### config.mk
export PLATFORM = sky130hd
export DESIGN_NAME = websocket_frame_deframer_unit
export DESIGN_NICKNAME = d
export VERILOG_FILES = /design/src/design/wsfd_pkg.sv /design/src/design/wsfd_parse.sv /design/src/design/wsfd_out.sv /design/src/design/websocket_frame_deframer_unit.sv
export SDC_FILE = /design/constraint.sdc
export NUM_CORES = 1
export LEC_CHECK = 0
export ABC_AREA = 0
export BUFFER_PORTS_ARGS = -buffer_cell sky130_fd_sc_hd__buf_2
export CAP_MARGIN = 20
export CORE_ASPECT_RATIO = 0.75
export CORE_MARGIN = 5
export CORE_UTILIZATION = 30
export DETAILED_ROUTE_END_ITERATION = 16
export HOLD_SLACK_MARGIN = 0.03
export PLACE_DENSITY = 0.43
export SYNTH_ARGS = -nofsm -noshare
export SYNTH_HDL_FRONTEND = slang
export SYNTH_SLANG_ARGS = --single-unit
export TNS_END_PERCENT = 50
### constraint.sdc
create_clock -name clk_i -period 5.1 [get_ports clk_i]
set_clock_uncertainty 0.1 [all_clocks]
set_input_delay 0.255 -clock clk_i [delete_from_list [all_inputs] [get_ports clk_i]]
set_output_delay 0.255 -clock clk_i [all_outputs]
set_load 0.03 [all_outputs]
### src/design/wsfd_pkg.sv
// ----------------------------------------------------------------------------
// wsfd_pkg
// Types, codes and constants shared by the WebSocket frame deframer.
// ----------------------------------------------------------------------------
package wsfd_pkg;

  localparam int unsigned LenWidthDefault = 64;

  localparam int unsigned InDataW  = 8;
  localparam int unsigned OutDataW = 8;

  typedef enum logic [2:0] {
    PH_HDR1 = 3'd0,
    PH_HDR2 = 3'd1,
    PH_EXT  = 3'd2,
    PH_MASK = 3'd3,
    PH_DATA = 3'd4
  } phase_e;

  typedef enum logic [2:0] {
    KIND_PAYLOAD = 3'd0,
    KIND_EMPTY   = 3'd1,
    KIND_CLOSE   = 3'd2,
    KIND_PING    = 3'd3,
    KIND_PONG    = 3'd4
  } kind_e;

  localparam logic [3:0] OP_TEXT  = 4'h1;
  localparam logic [3:0] OP_BIN   = 4'h2;
  localparam logic [3:0] OP_CLOSE = 4'h8;
  localparam logic [3:0] OP_PING  = 4'h9;
  localparam logic [3:0] OP_PONG  = 4'hA;

  localparam logic [6:0] LEN7_EXT16 = 7'd126;
  localparam logic [6:0] LEN7_EXT64 = 7'd127;

  localparam logic [2:0] EXT_CNT16 = 3'd1;
  localparam logic [2:0] EXT_CNT64 = 3'd7;

  typedef struct packed {
    kind_e      kind;
    logic [7:0] data_byte;
    logic       is_binary;
    logic       last;
  } res_t;

endpackage

### src/design/wsfd_parse.sv
// ----------------------------------------------------------------------------
// wsfd_parse
// Frame state and per-byte decode: header, extended length, mask key, payload.
// ----------------------------------------------------------------------------
module wsfd_parse #(
  parameter int unsigned LEN_WIDTH = wsfd_pkg::LenWidthDefault
) (
  input  logic           clk_i,
  input  logic           rst_ni,
  input  logic           req_i,
  input  logic [7:0]     rx_byte_i,
  output logic           res_vld_o,
  output wsfd_pkg::res_t res_o
);

  wsfd_pkg::phase_e     phase_q, phase_d;
  logic [2:0]           ext_q, ext_d;
  logic [3:0]           opcode_q, opcode_d;
  logic                 mask_on_q, mask_on_d;
  logic [31:0]          key_q, key_d;
  logic [1:0]           idx_q, idx_d;
  logic [LEN_WIDTH-1:0] rem_q, rem_d;
  logic                 closed_q, closed_d;

  logic [6:0]           len7;
  logic                 len_ext;
  logic                 sat;
  logic [LEN_WIDTH-1:0] rem_ext;
  logic [LEN_WIDTH-1:0] rem_dec;
  logic [1:0]           idx_inc;
  logic [7:0]           key_byte;
  logic                 data_op;
  logic                 frame_end;

  assign len7     = rx_byte_i[6:0];
  assign len_ext  = (len7 == wsfd_pkg::LEN7_EXT16) || (len7 == wsfd_pkg::LEN7_EXT64);
  assign sat      = rem_q[LEN_WIDTH-1 -: 8] != 8'd0;
  assign rem_ext  = sat ? '1 : {rem_q[LEN_WIDTH-9:0], rx_byte_i};
  assign rem_dec  = (rem_q != '0) ? rem_q - LEN_WIDTH'(1) : rem_q;
  assign idx_inc  = idx_q + 2'd1;
  assign data_op  = (opcode_q == wsfd_pkg::OP_TEXT) || (opcode_q == wsfd_pkg::OP_BIN);

  always_comb begin
    case (idx_q)
      2'd0:    key_byte = key_q[31:24];
      2'd1:    key_byte = key_q[23:16];
      2'd2:    key_byte = key_q[15:8];
      default: key_byte = key_q[7:0];
    endcase
  end

  // frame ends on this byte with no payload left, other than on a data frame's last payload byte
  always_comb begin
    frame_end = 1'b0;
    unique case (phase_q)
      wsfd_pkg::PH_HDR2: frame_end = !len_ext && !rx_byte_i[7] && (len7 == 7'd0);
      wsfd_pkg::PH_EXT:  frame_end = (ext_q == 3'd0) && !mask_on_q && (rem_ext == '0);
      wsfd_pkg::PH_MASK: frame_end = (idx_inc == 2'd0) && (rem_q == '0);
      wsfd_pkg::PH_DATA: frame_end = !data_op && (rem_dec == '0);
      default:           frame_end = 1'b0;
    endcase
  end

  // next state
  always_comb begin
    phase_d   = phase_q;
    ext_d     = ext_q;
    opcode_d  = opcode_q;
    mask_on_d = mask_on_q;
    key_d     = key_q;
    idx_d     = idx_q;
    rem_d     = rem_q;
    closed_d  = closed_q;
    if (!closed_q) begin
      unique case (phase_q)
        wsfd_pkg::PH_HDR1: begin
          opcode_d = rx_byte_i[3:0];
          phase_d  = wsfd_pkg::PH_HDR2;
        end
        wsfd_pkg::PH_HDR2: begin
          mask_on_d = rx_byte_i[7];
          key_d     = '0;
          idx_d     = 2'd0;
          rem_d     = '0;
          if (len7 == wsfd_pkg::LEN7_EXT16) begin
            ext_d   = wsfd_pkg::EXT_CNT16;
            phase_d = wsfd_pkg::PH_EXT;
          end else if (len7 == wsfd_pkg::LEN7_EXT64) begin
            ext_d   = wsfd_pkg::EXT_CNT64;
            phase_d = wsfd_pkg::PH_EXT;
          end else begin
            rem_d = LEN_WIDTH'(len7);
            if (rx_byte_i[7]) begin
              phase_d = wsfd_pkg::PH_MASK;
            end else if (len7 == 7'd0) begin
              phase_d = wsfd_pkg::PH_HDR1;
            end else begin
              phase_d = wsfd_pkg::PH_DATA;
            end
          end
        end
        wsfd_pkg::PH_EXT: begin
          rem_d = rem_ext;
          if (ext_q == 3'd0) begin
            if (mask_on_q) begin
              phase_d = wsfd_pkg::PH_MASK;
              idx_d   = 2'd0;
            end else if (rem_ext == '0) begin
              phase_d = wsfd_pkg::PH_HDR1;
            end else begin
              phase_d = wsfd_pkg::PH_DATA;
            end
          end else begin
            ext_d = ext_q - 3'd1;
          end
        end
        wsfd_pkg::PH_MASK: begin
          key_d = {key_q[23:0], rx_byte_i};
          idx_d = idx_inc;
          if (idx_inc == 2'd0) begin
            phase_d = (rem_q == '0) ? wsfd_pkg::PH_HDR1 : wsfd_pkg::PH_DATA;
          end
        end
        wsfd_pkg::PH_DATA: begin
          idx_d = idx_inc;
          rem_d = rem_dec;
          if (rem_dec == '0) begin
            phase_d = wsfd_pkg::PH_HDR1;
          end
        end
        default: begin
          phase_d = wsfd_pkg::PH_HDR1;
        end
      endcase
      if (frame_end && (opcode_q == wsfd_pkg::OP_CLOSE)) begin
        closed_d = 1'b1;
      end
    end
  end

  // result
  always_comb begin
    res_vld_o       = 1'b0;
    res_o.kind      = wsfd_pkg::KIND_PAYLOAD;
    res_o.data_byte = 8'd0;
    res_o.is_binary = 1'b0;
    res_o.last      = 1'b1;
    if (!closed_q) begin
      if ((phase_q == wsfd_pkg::PH_DATA) && data_op) begin
        res_vld_o       = 1'b1;
        res_o.kind      = wsfd_pkg::KIND_PAYLOAD;
        res_o.data_byte = rx_byte_i ^ key_byte;
        res_o.is_binary = opcode_q == wsfd_pkg::OP_BIN;
        res_o.last      = rem_dec == '0;
      end else if (frame_end) begin
        if (data_op) begin
          res_vld_o       = 1'b1;
          res_o.kind      = wsfd_pkg::KIND_EMPTY;
          res_o.is_binary = opcode_q == wsfd_pkg::OP_BIN;
        end else if (opcode_q == wsfd_pkg::OP_CLOSE) begin
          res_vld_o  = 1'b1;
          res_o.kind = wsfd_pkg::KIND_CLOSE;
        end else if (opcode_q == wsfd_pkg::OP_PING) begin
          res_vld_o  = 1'b1;
          res_o.kind = wsfd_pkg::KIND_PING;
        end else if (opcode_q == wsfd_pkg::OP_PONG) begin
          res_vld_o  = 1'b1;
          res_o.kind = wsfd_pkg::KIND_PONG;
        end
      end
    end
  end

  always_ff @(posedge clk_i or negedge rst_ni) begin
    if (!rst_ni) begin
      phase_q   <= wsfd_pkg::PH_HDR1;
      ext_q     <= 3'd0;
      opcode_q  <= 4'd0;
      mask_on_q <= 1'b0;
      key_q     <= 32'd0;
      idx_q     <= 2'd0;
      rem_q     <= '0;
      closed_q  <= 1'b0;
    end else if (req_i) begin
      phase_q   <= phase_d;
      ext_q     <= ext_d;
      opcode_q  <= opcode_d;
      mask_on_q <= mask_on_d;
      key_q     <= key_d;
      idx_q     <= idx_d;
      rem_q     <= rem_d;
      closed_q  <= closed_d;
    end
  end

endmodule

### src/design/wsfd_out.sv
// ----------------------------------------------------------------------------
// wsfd_out
// Result register with skid stage; ready toward the parser is registered.
// ----------------------------------------------------------------------------
module wsfd_out (
  input  logic           clk_i,
  input  logic           rst_ni,
  input  logic           in_vld_i,
  input  wsfd_pkg::res_t in_res_i,
  output logic           in_rdy_o,
  output logic           out_vld_o,
  output wsfd_pkg::res_t out_res_o,
  input  logic           out_rdy_i
);

  logic           main_vld_q;
  wsfd_pkg::res_t main_q;
  logic           skid_vld_q;
  wsfd_pkg::res_t skid_q;
  logic           push;

  assign in_rdy_o  = !skid_vld_q;
  assign push      = in_vld_i && !skid_vld_q;
  assign out_vld_o = main_vld_q;
  assign out_res_o = main_q;

  always_ff @(posedge clk_i or negedge rst_ni) begin
    if (!rst_ni) begin
      main_vld_q <= 1'b0;
      skid_vld_q <= 1'b0;
    end else if (!main_vld_q || out_rdy_i) begin
      main_vld_q <= skid_vld_q || push;
      skid_vld_q <= 1'b0;
    end else if (push) begin
      skid_vld_q <= 1'b1;
    end
  end

  always_ff @(posedge clk_i) begin
    if (!main_vld_q || out_rdy_i) begin
      main_q <= skid_vld_q ? skid_q : in_res_i;
    end else if (push) begin
      skid_q <= in_res_i;
    end
  end

endmodule

### src/design/websocket_frame_deframer_unit.sv
// ----------------------------------------------------------------------------
// websocket_frame_deframer_unit
// Receive-side WebSocket frame parser: one stream byte in, at most one result.
// ----------------------------------------------------------------------------
// Throughput: one byte per cycle while s_axis_tready is high; the frame state
// updates in the accepting cycle. Each result is registered before it is on m_axis.
// A stalled output is absorbed by a one-entry skid stage; s_axis_tready is
// registered and drops only while that skid entry is full.
// Reset (rst_ni low, asynchronous) returns the parser to the first header byte
// and clears the closed state and both output entries.
module websocket_frame_deframer_unit #(
  parameter int unsigned LEN_WIDTH = wsfd_pkg::LenWidthDefault
) (
  input  logic        clk_i,
  input  logic        rst_ni,
  input  logic        s_axis_tvalid,
  output logic        s_axis_tready,
  input  logic [7:0]  s_axis_tdata,   // [7:0] rx_byte
  output logic        m_axis_tvalid,
  input  logic        m_axis_tready,
  output logic [7:0]  m_axis_tdata,   // [7:0] data_byte
  output logic [3:0]  m_axis_tuser,   // [2:0] kind, [3] is_binary
  output logic        m_axis_tlast    // last
);

  logic           req;
  logic           res_vld;
  wsfd_pkg::res_t res;
  wsfd_pkg::res_t out_res;

  assign req = s_axis_tvalid && s_axis_tready;

  wsfd_parse #(
    .LEN_WIDTH (LEN_WIDTH)
  ) u_parse (
    .clk_i     (clk_i),
    .rst_ni    (rst_ni),
    .req_i     (req),
    .rx_byte_i (s_axis_tdata),
    .res_vld_o (res_vld),
    .res_o     (res)
  );

  wsfd_out u_out (
    .clk_i     (clk_i),
    .rst_ni    (rst_ni),
    .in_vld_i  (req && res_vld),
    .in_res_i  (res),
    .in_rdy_o  (s_axis_tready),
    .out_vld_o (m_axis_tvalid),
    .out_res_o (out_res),
    .out_rdy_i (m_axis_tready)
  );

  assign m_axis_tdata = out_res.data_byte;
  assign m_axis_tuser = {out_res.is_binary, out_res.kind};
  assign m_axis_tlast = out_res.last;

endmodule

==> Yosys cells after proc, flatten, opt, wreduce, memory -nomap -nowiden <==
Cells that the tools add are included.
{ "op_classes": {"reduce_logical": 45, "eq_ne": 19, "addsub": 3, "n_bitwise": 3, "mux": 50} }
{ "ops": {"columns": ["op", "count"], "rows": [
  ["zero test 64 bit", 3],
  ["2-to-1 mux 64 bit", 3],
  ["case mux 64 bit (3 select lines)", 1],
  ["case mux 32 bit (2 select lines)", 1],
  ["nonzero test 64 bit", 1],
  ["subtractor 64 x 1 -> 64 bit (second input constant)", 1],
  ["2-to-1 mux 3 bit", 19],
  ["2-to-1 mux 13 bit", 2],
  ["case mux 8 bit (3 select lines)", 1],
  ["2-to-1 mux 1 bit", 15],
  ["case mux 3 bit (5 select lines)", 1],
  ["AND reduction 5 bit", 3],
  ["== test 7 bit (second input constant)", 2],
  ["== test 4 bit (second input constant)", 3],
  ["AND reduction 3 bit", 4],
  ["logical AND 1 bit", 11],
  ["2-to-1 mux 8 bit", 1],
  ["inequality test 2 x 1 -> 1 bit (second input constant)", 4],
  ["nonzero test 8 bit", 1],
  ["bitwise XOR 8 bit", 1],
  ["zero test 7 bit", 1],
  ["2-to-1 mux 7 bit", 1],
  ["== test 3 x 2 -> 1 bit (second input constant)", 2],
  ["zero test 1 bit", 6],
  ["22 further kinds", 32]
]} }
{ "totals": {"out_inout_bits": 15, "register_bits": 138} }

==> Logic depth before layout (Yosys ltp) <==
{ "depth": {"ltp_word": 13, "mapped_depth": 13} }

==> By module <==
A second synthesis with hierarchy kept.
{ "hier_totals": {"hier_cells": 1113, "area_unflattened_um2": 9088.7} }
{ "by_module_without_submodules": {"columns": ["mod", "seq_area_each_um2", "cells_per_inst", "area_per_inst_um2", "n_inst"], "rows": [
  ["wsfd_parse", 2752.6, 1062, 8012.7, 1],
  ["wsfd_out", 830.8, 49, 1063.5, 1],
  ["websocket_frame_deframer_unit", 0.0, 2, 12.5, 1]
]} }

==> Worst setup path after synthesis <==
OpenSTA, ideal clock, no wires.
{ "synth_path": {"path_kind": "register to register", "from": "register u_parse.rem_q[0]", "to": "register u_out.skid_q[0] (netlist name), enable pin", "arrival_time_ns": 4.607, "required_ns": 4.596, "stages_incl_launch_ff": 14, "n_path_buf": 1, "setup_time_ns": 0.404, "setup_slack_ns": -0.010, "path_cell_list": "dfrtp_1 inv_1 ha_1 or3b_2 clkbuf_1 nor4_1 nand2_1 a21oi_1 nand4_1 xnor2_1 or4_4 nor4_4 o21ai_1 a211oi_1"} }
{ "synth_between": {"elab_chain_cells": 11, "word_cells_on_any_way": 17, "classes_between": "add/sub (1); mux (6); reduce/logical (10)"} }
{ "synth_lines": {"columns": ["element", "line", "rtl"], "rows": [
  ["from (decl)", "wsfd_parse.sv:22", "logic [LEN_WIDTH-1:0] rem_q, rem_d;"],
  ["from (signal assigned)", "wsfd_parse.sv:191", "rem_q <= rem_d;"],
  ["subtractor 64 x 1 -> 64 bit / nonzero test 64 bit (equally long branches)", "wsfd_parse.sv:39", "assign rem_dec = (rem_q != '0) ? rem_q - LEN_WIDTH'(1) : rem_q;"],
  ["2-to-1 mux 64 bit", "wsfd_parse.sv:39", null],
  ["zero test 64 bit", "wsfd_parse.sv:59", "wsfd_pkg::PH_DATA: frame_end = !data_op && (rem_dec == '0);"],
  ["logical AND 1 bit", "wsfd_parse.sv:59", null],
  ["case mux 1 bit (4 select lines) *", "wsfd_parse.sv:55", "unique case (phase_q)"],
  ["2-to-1 mux 1 bit *", "wsfd_parse.sv:155", "end else if (frame_end) begin"],
  ["2-to-1 mux 1 bit *", "wsfd_parse.sv:149", "if ((phase_q == wsfd_pkg::PH_DATA) && data_op) begin"],
  ["2-to-1 mux 1 bit *", "wsfd_parse.sv:148", "if (!closed_q) begin"],
  ["logical AND 1 bit *", "websocket_frame_deframer_unit.sv:47", ".in_vld_i (req && res_vld),"],
  ["logical AND 1 bit *", "wsfd_out.sv:23", "assign push = in_vld_i && !skid_vld_q;"],
  ["AND reduction 2 bit (no source line) *", null, null],
  ["to (signal assigned)", "wsfd_out.sv:43", "skid_q <= in_res_i;"],
  ["to (decl)", "wsfd_out.sv:19", "wsfd_pkg::res_t skid_q;"]
]} }
Mark *: on every way between the ends. The rest lies on a longest branch, timed or not.
A chain may end at the register's enable or synchronous reset.

==> Worst setup path after layout <==
{ "layout_path": {"from": "register u_parse.rem_q[51]", "to": "register u_out.skid_q[5] (netlist name), enable pin"} }
Same word-level chain as after synthesis.

==> results by group <==
Global routing
  – Global-route wire length before repair: 54900 um
  – Total track usage: 20.6%
  – GRT overflow: 0
  – Initial antenna violation count: 0
  – Largest net degree at the start of global routing: 90
  – Vias in the first global route: 8574

Critical path
  – Buf+Inv Stages, Crit Path: 2
  – Critical R2R Capture: u_out.skid_q[5]
  – Critical path cell sequence: or4_1 > or3_1 > or4_4 > nor2_2 > buf_4 > nor4_1 > xor2_1 > or4_4 > nor4_4 > o21ai_1 > a211oi_2 > buf_12
  – Type of origin of the critical path: flip-flop
  – Critical path depth in cells: 12
  – Slowest cell on the critical path: or4_1
  – Arrival time worst endpoint: 4.86 ns
  – R2r worst-path depth: 12
  – Reg2reg start: u_parse.rem_q[51]
  – CP most frequent cell: or4_4
  – Crit Path Max Fanout: 28
  – R2r setup slk: 0.29 ns
  – Largest stage delay, worst path: 0.65 ns
  – CP delay by family, top: simple AND/OR/NAND/NOR gates
  – CP Launch Point: u_parse.rem_q[51]
  – Crit end category: flip-flop
  – WS Path Type: flip-flop to flip-flop
  – CP Capture Point: u_out.skid_q[5]
  – CP required: 5.15 ns

Timing
  – Setup TNS: 0 ns
  – Slew @ Worst Pin: 0.969 ns
  – RSZ-0062 raised after global routing: no
  – Endpoints failing hold: 0
  – Max_slew headroom: 35.4%
  – Pins Over Slew Limit: 0
  – Post-route clock period utilization: 94.3%
  – Max Clk Rate: 0.208 GHz
  – Final setup fails: 0
  – Final WS setup: 0.288 ns
  – Min Tclk post-route: 4.81 ns

Synthesis
  – Ys async rst share: 81.2%
  – Synth cell count leaders: 180 x o21ai_0, 155 x nand2_1, 112 x dfrtp_1
  – Syn avg cell area: 8.19 um2
  – Post-synth EDFFs: 26
  – Mapped cell area: 9210 um2
  – Synth top area cells: dfrtp_1 30%, o21ai_0 9.8%, edfxtp_1 8.5%, nand2_1 6.3%, a22o_1 3.8%
  – Most frequent cell after synthesis: o21ai_0
  – Syn Nets: 1144
  – #FFs+latches synth: 138
  – Fraction of the yosys area taken by sequential cells: 38.9%
  – Synth Warn #: 0
  – Synth Instances: 1124
  – Top_reg_cell synth: dfrtp_1
  – Post-synth top area cell: dfrtp_1
  – Yosys top cell area share: 30.4%
  – Netlist cell types: 62

Power
  – Tot Pwr: 0.00257 W
  – Peak supply drop: 0.000175 V
  – Leak Pwr: 4.28 nW
  – PwrDens: 241 nW/um2

Cells and area
  – Diodes inserted: 0
  – Fillers: 3125
  – Share of layout cells above drive strength 1: 14.1%
  – Register area: 3580 um2
  – Area growth syn-to-layout: 15.4%
  – Finished Layout Cells: 1544
  – # nets final: 1152
  – Area of the multi-input gates: 5200 um2
  – Design Area, Final: 10600 um2

Run status
  – Status: finished clean

Run
  – Max-Cap Viols: 0

Clock tree
  – CTS Buffer Depth: 2
  – Clk sink count: 138
  – CTS tree: built
  – Clock Latency Late Sink: 0.44 ns
  – Root Buffer Master: clkbuf_16
  – Total CTS buffers: 17
  – H-tree levels: 4
  – Clk slew on worst S/H paths: 0.07 ns

Drt
  – Routed wire length: 35600 um
  – Vias: 9185
  – Drt first pass iters: 6
  – Antenna viol nets, final: 0
  – Iter 0 DRT Violations: 1119
  – Routed vias/inst: 5.95
  – WL/cell: 23.1 um
  – Drt drc: 0

Die
  – Die Span Y: 162 um
  – Die area: 34300 um2
  – Ports: 27
  – Initial Utilization: 30.5%
  – # rows: 55
  – Die width: 212 um
  – Core footprint: 30200 um2

Placement
  – Port Buffers: 26
  – Placed cell count: 1508
  – HPWL after detailed placement: 25000 um
  – Placed Area: 9940 um2
  – Dpl ws: 0.327 ns
  – RD Place Congestion: 0.939

Worst hold path
  – Hold/Removal Path Class: input port to flip-flop
## flip-flops by register name (all words and copies together) (netlist names), 2 cells and up
register,flops
u_parse.rem_q,64
u_parse.key_q,32
u_out.out_res_o,13
u_out.skid_q,13
u_parse.opcode_q,4
u_parse.ext_q,3
u_parse.phase_q,3
u_parse.idx_q,2
## worst min-delay path by stage
stage	startpoint	to	slack, ns	cells after the start
floorplan	rst_ni	u_out.out_vld_o	-0.14	0
global placement	rst_ni	u_parse.rem_q[46]	0.23	1
detailed placement	rst_ni	u_parse.rem_q[46]	0.23	1
CTS	s_axis_tdata[1]	u_parse.key_q[1]	0.03	3
global route	s_axis_tdata[2]	u_parse.key_q[2]	0.05	3
finish	s_axis_tdata[1]	u_parse.key_q[1]	0.04	3
## stage by stage
stage / utilization, % / hold slack, ns
after global placement: 32.9 / 0.227
after detailed placement: 32.9 / 0.233
after floorplan: - / -0.141
after global routing: 35.2 / 0.0526
final: 35.2 / 0.0432
after CTS: 35.1 / 0.0309
## worst reg2reg max path, cell delays in order (launching register included)
cell and delay [ns]:
dfrtp_1 0.47, or4_1 0.65, or3_1 0.45, or4_4 0.56, nor2_2 0.12, buf_4 0.36, nor4_1 0.14, xor2_1 0.18
or4_4 0.55, nor4_4 0.32, o21ai_1 0.13, a211oi_2 0.30, buf_12 0.19
## cell families after synthesis
logic type / count (synthesis) / share of synthesized area [%]
flops: 138 / 38.9
mux: 18 / 2.17
simple gates: 438 / 24.5
xor+xnor: 24 / 2.28
fa+ha+maj: 8 / 1.09
buf+inv: 118 / 4.89
compound gates: 380 / 26.2
## report_power, final
group	internal (W)	switching (W)	total (W)
Clock	0.000832	0.000573	0.00141
Sequential	0.00112	0	0.00112
Combinational	0.0000106	0.0000322	0.0000428
## cells in the final DEF, fill, tap and decap left out, types with 21 or more instances in the layout
| cell type | instances |
|---|---|
| o21ai_0 | 179 |
| nand2_1 | 154 |
| dfrtp_1 | 112 |
| buf_4 | 61 |
| nor2_1 | 54 |
| nor3_1 | 46 |
| a21oi_1 | 42 |
| nor4_1 | 41 |
| a22o_1 | 40 |
| or4_1 | 27 |
| edfxtp_1 | 26 |
| buf_2 | 25 |
| nand3_1 | 24 |
| o31ai_1 | 21 |
## metal layers
layer / GRT usage, % / routed length (um) / vias to the layer above / share of wire, %
li1: - / - / 4257 / -
met1: 33.9 / 18400 / 4497 / 52
met2: 26.8 / 13700 / 384 / 39
met3: 4.54 / 2850 / 47 / 8.0
met4: 4.54 / 554 / 0 / 1.6
met5: 0 / 0 / - / 0
## cell type report
type	instances	area share [%]
tap	399	4.70
timing repair buffer	91	6.14
sequential	138	33.7
multi-input combinational	868	48.9
inverter	16	0.565
clock buffer	17	4.00
clock inverter	15	2.00
## what timing repair did
action	in CTS	in global routing
resized for setup	0	0
hold endpoints to repair	45	0
buffers inserted	0	0
hold buffers	3	0
Note: power is estimated with default switching activity, not from simulation.
